[src/sts_pkg.sv]
// Shared types, constants and helpers for the sensor triple voltage scaler.
`default_nettype none
package sts_pkg;

  localparam int A_W      = 46;
  localparam int LANE_LAT = 11;
  localparam int HSV_LAT  = 11;

  localparam logic [1:0] ST_ERROR = 2'd0;
  localparam logic [1:0] ST_MEAS  = 2'd1;
  localparam logic [1:0] ST_IDLE  = 2'd2;

  localparam logic [2:0] REG_COLOR_MODE   = 3'd0;
  localparam logic [2:0] REG_VOLTAGE_MODE = 3'd1;
  localparam logic [2:0] REG_MIN_X        = 3'd2;
  localparam logic [2:0] REG_MAX_X        = 3'd3;
  localparam logic [2:0] REG_MIN_Y        = 3'd4;
  localparam logic [2:0] REG_MAX_Y        = 3'd5;
  localparam logic [2:0] REG_MIN_Z        = 3'd6;
  localparam logic [2:0] REG_MAX_Z        = 3'd7;

  localparam logic signed [14:0] LOW_BIPOLAR = -15'sd5000;
  localparam logic signed [14:0] SPAN_MV     = 15'sd10000;

  // floor(2^32 / 120) and floor(2^24 / 15)
  localparam logic [63:0] RECIP120 = 64'd35791394;
  localparam logic [40:0] RECIP15  = 41'd1118481;

  typedef struct packed {
    logic signed [A_W-1:0] ax;
    logic signed [A_W-1:0] ay;
    logic signed [A_W-1:0] az;
    logic [1:0]            status;
  } axes_t;

  // quotient of a 20-bit value by 15, value below 15 * 2^16
  function automatic logic [15:0] div15_q(input logic [19:0] val);
    logic [40:0] p;
    logic [19:0] q;
    logic [19:0] r;
    p = 41'(val) * RECIP15;
    q = 20'(p >> 24);
    r = val - 20'(q * 20'd15);
    if (r >= 20'd15) begin
      q = q + 20'd1;
    end
    return q[15:0];
  endfunction

endpackage
`default_nettype wire

[src/sts_lane.sv]
// One axis: linear range map onto millivolts with clamp and pipelined divider.
`default_nettype none
module sts_lane #(
  parameter int FRAC_BITS = 16
) (
  input  wire                          clk,
  input  wire                          en,
  input  wire                          bipolar,
  input  wire signed [31:0]            lo,
  input  wire signed [31:0]            hi,
  input  wire signed [sts_pkg::A_W-1:0] a,
  output logic signed [14:0]           volt
);
  import sts_pkg::*;

  typedef enum logic [1:0] {LC_LOW, LC_HIGH, LC_DIV} lcode_t;

  localparam int DSTEPS = 7;

  // stage 1
  logic signed [63:0] d1;
  logic signed [32:0] n1;

  always_ff @(posedge clk) begin
    if (en) begin
      d1 <= (64'(a) <<< FRAC_BITS) - 64'(lo);
      n1 <= 33'(hi) - 33'(lo);
    end
  end

  // stage 2: make the range positive
  logic signed [63:0] d2;
  logic [32:0]        n2;

  always_ff @(posedge clk) begin
    if (en) begin
      d2 <= n1[32] ? -d1 : d1;
      n2 <= n1[32] ? 33'(-n1) : 33'(n1);
    end
  end

  // stage 3: classify, form numerator
  lcode_t      code_next;
  logic [46:0] rr [DSTEPS+1];
  logic [13:0] qq [DSTEPS+1];
  logic [32:0] nn [DSTEPS+1];
  lcode_t      cd [DSTEPS+1];

  always_comb begin
    if (n2 == '0 || d2 <= 64'sd0) begin
      code_next = LC_LOW;
    end else if ($unsigned(d2) >= 64'(n2)) begin
      code_next = LC_HIGH;
    end else begin
      code_next = LC_DIV;
    end
  end

  // restoring division, two quotient bits per stage
  logic [46:0] rn [DSTEPS];
  logic [13:0] qn [DSTEPS];
  logic [46:0] trial;

  always_comb begin
    trial = '0;
    for (int j = 0; j < DSTEPS; j++) begin
      rn[j] = rr[j];
      qn[j] = qq[j];
      for (int t = 0; t < 2; t++) begin
        trial = 47'(nn[j]) << (13 - 2 * j - t);
        if (rn[j] >= trial) begin
          rn[j] = rn[j] - trial;
          qn[j][13 - 2 * j - t] = 1'b1;
        end
      end
    end
  end

  always_ff @(posedge clk) begin
    if (en) begin
      rr[0] <= 47'(d2[32:0]) * 47'd10000;
      qq[0] <= '0;
      nn[0] <= n2;
      cd[0] <= code_next;
      for (int j = 0; j < DSTEPS; j++) begin
        rr[j+1] <= rn[j];
        qq[j+1] <= qn[j];
        nn[j+1] <= nn[j];
        cd[j+1] <= cd[j];
      end
    end
  end

  // final: offset and clamp
  logic signed [14:0] lowv;
  logic signed [14:0] add;

  always_comb begin
    lowv = bipolar ? LOW_BIPOLAR : 15'sd0;
    unique case (cd[DSTEPS])
      LC_LOW:  add = 15'sd0;
      LC_HIGH: add = SPAN_MV;
      LC_DIV:  add = $signed({1'b0, qq[DSTEPS]});
      default: add = 15'sd0;
    endcase
  end

  always_ff @(posedge clk) begin
    if (en) begin
      volt <= lowv + add;
    end
  end

endmodule
`default_nettype wire

[config.mk]
export PLATFORM = sky130hd
export DESIGN_NAME = sts_lane
export DESIGN_NICKNAME = d
export VERILOG_FILES = /design/src/sts_pkg.sv /design/src/sts_lane.sv
export SDC_FILE = /design/constraint.sdc
export NUM_CORES = 2
export LEC_CHECK = 0
export ABC_CLOCK_PERIOD_IN_PS = 9600
export BUFFER_PORTS_ARGS = -buffer_cell sky130_fd_sc_hd__buf_2
export CAP_MARGIN = 10
export CORE_ASPECT_RATIO = 1.1
export CORE_UTILIZATION = 40
export CTS_BUF_LIST = sky130_fd_sc_hd__clkbuf_8
export CTS_CLUSTER_DIAMETER = 50
export CTS_CLUSTER_SIZE = 20
export DETAILED_ROUTE_END_ITERATION = 12
export GPL_TIMING_DRIVEN = 0
export PLACE_DENSITY = 0.65
export SLEW_MARGIN = 20
export SYNTH_ARGS = -nofsm -noshare
export SYNTH_HDL_FRONTEND = slang
export SYNTH_SLANG_ARGS = --single-unit
[constraint.sdc]
create_clock -name clk -period 9.6 [get_ports clk]
set_input_delay 1.92 -clock clk [delete_from_list [all_inputs] [get_ports clk]]
set_output_delay 1.92 -clock clk [all_outputs]
set_load 0.01 [all_outputs]
# Word level (Yosys, flattened, before mapping)
# Memories as Yosys holds them, arrays and structs flattened.
# Index checks and enable logic that the tools add are counted.
# Widths: inputs -> output; s select.
[classes] eq_ne=2 mux=36 reduce_logical=2 mul=1 add_sub_neg=19 order_cmp=16
[ops] operator="$mux 47" count=14
[ops] operator="$ge 64x33->1" count=1
[ops] operator="$le 64x1->1 const B" count=1
[ops] operator="$mux 64" count=1
[ops] operator="$neg 64->64" count=1
[ops] operator="$sub 62x32->63" count=1
[ops] operator="$ge 47x33->1" count=1
[ops] operator="$ge 47x34->1" count=1
[ops] operator="$ge 47x35->1" count=1
[ops] operator="$ge 47x36->1" count=1
[ops] operator="$ge 47x37->1" count=1
[ops] operator="$ge 47x38->1" count=1
[ops] operator="$ge 47x39->1" count=1
[ops] operator="$ge 47x40->1" count=1
[ops] operator="$ge 47x41->1" count=1
[ops] operator="$ge 47x42->1" count=1
[ops] operator="$ge 47x43->1" count=1
[ops] operator="$ge 47x44->1" count=1
[ops] operator="$ge 47x45->1" count=1
[ops] operator="$ge 47x46->1" count=1
[ops] operator="$sub 47x33->47" count=1
[ops] operator="$sub 47x34->47" count=1
[ops] operator="$sub 47x35->47" count=1
[ops] operator="$sub 47x36->47" count=1
[ops] operator="other kinds (23)" count=39
[word_totals] input_bits=113 ff_bits=209 mem_count=4 mem_bits_rw=768 out_inout_bits=15
[mem_list] memory="rr" words=8 word_bits=47 rd=7 rd_clocked_by_memory_dff=0 wr=8 line="sts_lane.sv:44" source="logic [46:0] rr [DSTEPS+1];"
[mem_list] memory="nn" words=8 word_bits=33 rd=7 rd_clocked_by_memory_dff=0 wr=8 line="sts_lane.sv:46" source="logic [32:0] nn [DSTEPS+1];"
[mem_list] memory="qq" words=8 word_bits=14 rd=8 rd_clocked_by_memory_dff=0 wr=8 line="sts_lane.sv:45" source="logic [13:0] qq [DSTEPS+1];"
[mem_list] memory="cd" words=8 word_bits=2 rd=8 rd_clocked_by_memory_dff=0 wr=8 line="sts_lane.sv:47" source="lcode_t cd [DSTEPS+1];"

# Depth between registers and ports, before layout
# An unclocked memory read counts as a cell.
[depth] ltp_word=5 ltp_mapped=34 ltp_nobuf=31

# Worst setup path after synthesis
# Ideal clock, no wire load.
[synth_path] kind="flip-flop to flip-flop" from="mem rr[3][17]" to="mem rr[4][11], data pin" arrival_ps=6755 path_buffers=4 setup_ps=260 required_time_ps=9340 path_slack_ps=2585 stages_incl_launch_ff=29 path_cell_list="edfxtp_1 > ha_1 > and2_1 > clkbuf_1 > a221oi_1 > o221a_2 > o22ai_1 > o21ai_0 > and2_1 > o21a_1 > o21ai_1 > clkbuf_1 > nor2_1 > a21oi_1 > ha_1 > nor2b_1 > o21ai_0 > a21boi_0 > or4_1 > a21bo_2 > o31a_1 > a211oi_1 > o31a_1 > o22ai_1 > or3b_1 > clkbuf_1 > nor3_4 > buf_2 > mux2_2"
[synth_lines] element="start: declaration" line="sts_lane.sv:44"

==> impl_metrics.csv <==
group,metric,value,unit
synth,yosysTopAreaCell,"edfxtp_1",
sta,tightest_slew,1210,ps
clock_network,cts_inserted_buffers,90,
synth,syn_avg_cell_area,9.58,um2
layout,fill_cells,16200,
status,status,"complete, no violations",
clock_network,cts_root_buffer,"clkbuf_8",
sta,period_minus_slack,9130,ps
critical_path,endpoint_kind,"register",
critical_path,r2r_slack,470,ps
run,drv_cap,0,
drt,dr_total_vias,52700,
synth,yosysUniqueCellTypes,108,
critical_path,cp.depth,30,
grt,grt_overflow,0,
critical_path,critPathMaxStageDelay,740,ps
critical_path,rr_endpoint,"rr[3][17]$_DFFE_PP_",
critical_path,arrival,9680,ps
place,gp_congestion,0.997,
layout,nets,8174,
floorplanning,die_h,432,um
synth,synth-seq-cells,814,
clock_network,cts_tree,"built",
grt,grt_max_degree,107,
sta,clock_skew,82.2,ps
place,io_buffers,127,
sta,fmax,0.110,GHz
sta,setup_viol,0,
drt,avgRoutedWirePerCell,19.3,um
clock_network,h-tree-depth,3,
critical_path,crit_family,"compound AO/OA/AOI/OAI gates",
critical_path,crit_type,"reg -> reg",
sta,hold_viol_final,0,
synth,synth_edf_count,814,
synth,netlist_area,0.0672,mm2
critical_path,crit_buf_inv,6,
grt,first_global_vias,52100,
layout,syn_to_final_growth,8.68,%
floorplanning,die_x,393,um
critical_path,critical_path_required,10150,ps
drt,via_per_inst,5.52,
synth,syn_inst,7012,
drt,ant_nets,0,
critical_path,crit_slowest_cell,"nor2_1",
synth,synth_top_flop_cell,"edfxtp_1",
layout,final_common_cell,"edfxtp_1",
place,dpl.hpwl,153000,um
layout,drive_gt1_frac,0.0793,
clock_network,clock_path_buffers,3,
clock_network,clock-sinks,814,
sta,slew_violations,0,
critical_path,critPathMaxFanout,10,
min_path,hold_end,"qq[1][52]$_DFFE_PP_",
drt,drtPass1Iterations,6,
place,dp_slack,29.0,ps
critical_path,rr_startpoint,"rr[2][9]$_DFFE_PP_",
synth,yosysSeqAreaShare,0.364,
min_path,hp-class,"reg -> reg",
critical_path,r2r_cells,30,
floorplanning,coreArea,0.167,mm2
floorplanning,start_util,0.403,
grt,antenna_found_initial,2,
place,dp_cells,9374,
clock_network,clock_latency,870,ps
clock_network,clkTransAtPathRegs,100,ps
grt,grt_pass1_wl,283000,um
drt,drt_wl_total,184000,um
synth,synthTopCellsByArea,"edfxtp_1, ha_1, xnor2_1, a21oi_1, inv_1",
floorplanning,io_pins,128,
layout,final_cells,9545,
floorplanning,rows,157,
sta,relSlewSlack,0.173,
drt,drc,0,
clock_network,ctsHoldBuffers,0,
critical_path,startpoint_type,"register",
synth,yosys_warnings,0,
critical_path,cpMostUsedCell,"inv_1",
layout,layout_common_cells,"edfxtp_1, inv_1, ha_1, a21oi_1, nand2_1",
sta,rsz0062_at_grt,"false",
drt,drt_iter0_markers,3820,
sta,setup_ws,469,ps
min_path,hp-start,"qq[1][38]$_DFFE_PP_",
floorplanning,die_area,0.170,mm2
sta,period_share,0.951,
synth,synthesis.nets,7945,
synth,ys_async_sr_fraction,0,
min_path,hold_depth,0,
grt,grtUsageTotal,0.214,
synth,netlist.area_leader.share,0.364,
[per-stage QoR]
| stage | hold WS, ps | instance area (um2) | utilization | TNS (ps) |
|---|---|---|---|---|
| finish | 390 | 73000 | 0.438 | 0 |
| global route | 410 | 73000 | 0.438 | 0 |
| CTS | 395 | 73000 | 0.438 | 0 |
| detailed placement | 405 | 70900 | 0.425 | 0 |
| global placement | 403 | 70600 | 0.424 | -4519550 |
| floorplan | 400 | 67200 | - | 0 |
[state kept, by name (all words and copies together) (netlist names)]
name  flops
cd       16
d1       63
d2       64
n1       33
n2       33
nn      231
qq       56
rr      303
volt     15
[cells in the mapped netlist, drive strengths merged, types with 14 or more instances]
cell	number
edfxtp	814
inv	747
ha	720
a21oi	612
nand2	489
xnor2	445
nor2	429
o21ai	398
a21o	332
xor2	183
mux2	152
nand3	123
nor3	123
clkbuf	107
nand4	102
fa	100
o21bai	80
o21a	78
nor4	75
nand2b	72
nor2b	70
or3	59
and3	58
o31ai	56
a31oi	54
a211oi	38
and2	35
buf	33
or2	33
o211ai	31
o41ai	27
a21boi	26
or4	26
a211o	20
a31o	19
o31a	17
nor3b	16
mux2i	15
and4	14
nand3b	14
o22ai	14
[layer usage]
layer / wire length, um / vias to the layer above / global-route usage / part of all wire
met5: 0 / - / 0 / 0
li1: - / 26000 / - / -
met1: 72300 / 24900 / 0.239 / 0.39
met4: 12200 / 0 / 0.132 / 0.066
met3: 8640 / 422 / 0.0282 / 0.047
met2: 91100 / 1382 / 0.383 / 0.49
[worst max-delay path by stage]
stage	from	to	slack [ps]
floorplan	rr[3][17]$_DFFE_PP_	rr[4][11]$_DFFE_PP_	2590
global placement	en	d1[1]$_DFFE_PP_	-5760
detailed placement	nn[5][0]$_DFFE_PP_	rr[6][40]$_DFFE_PP_	30
CTS	nn[5][0]$_DFFE_PP_	rr[6][40]$_DFFE_PP_	10
global route	rr[0][13]$_DFFE_PP_	rr[1][29]$_DFFE_PP_	10
finish	rr[2][9]$_DFFE_PP_	rr[3][17]$_DFFE_PP_	470
[cell families (layout without fill, tap and decap cells)]
group	Yosys count	in the layout	synth area share
XOR/XNOR	628	628	0.0820
buffers and inverters	889	1193	0.0503
other	0	3	0
multiplexers	167	167	0.0277
flip-flops	814	814	0.364
AO/OA/AOI/OAI	1920	1920	0.182
adder cells (fa/ha/maj)	820	820	0.164
AND/OR/NAND/NOR	1774	1774	0.131
[area by class of cell]
type | instances | area [um2] | share of cell area
clock buffer | 90 | 1240 | 0.0170
buffer | 140 | 567 | 0.00776
timing repair buffer | 137 | 881 | 0.0121
sequential | 814 | 24400 | 0.335
inverter | 749 | 2820 | 0.0386
clock inverter | 77 | 867 | 0.0119
multi-input combinational | 5309 | 39400 | 0.540
tap | 2226 | 2790 | 0.0381
antenna | 3 | 7.51 | 0.000103
[worst register-to-register path, delay by kind of cell (launching register included)]
| kind | cells | cell delay, ps |
|---|---|---|
| AO/OA/AOI/OAI | 13 | 3550 |
| buffers and inverters | 6 | 2040 |
| AND/OR/NAND/NOR | 8 | 1950 |
| adder cells (fa/ha/maj) | 3 | 880 |
| flip-flops | 1 | 450 |
[timing repair]
action	in CTS	in global routing
gates resized for setup	0	13
buffers inserted	0	1
setup endpoints to repair	0	105
Power is left out: the tool's default activity adds up to more than one toggle a clock period on the data nets, which glitch-free logic cannot reach.
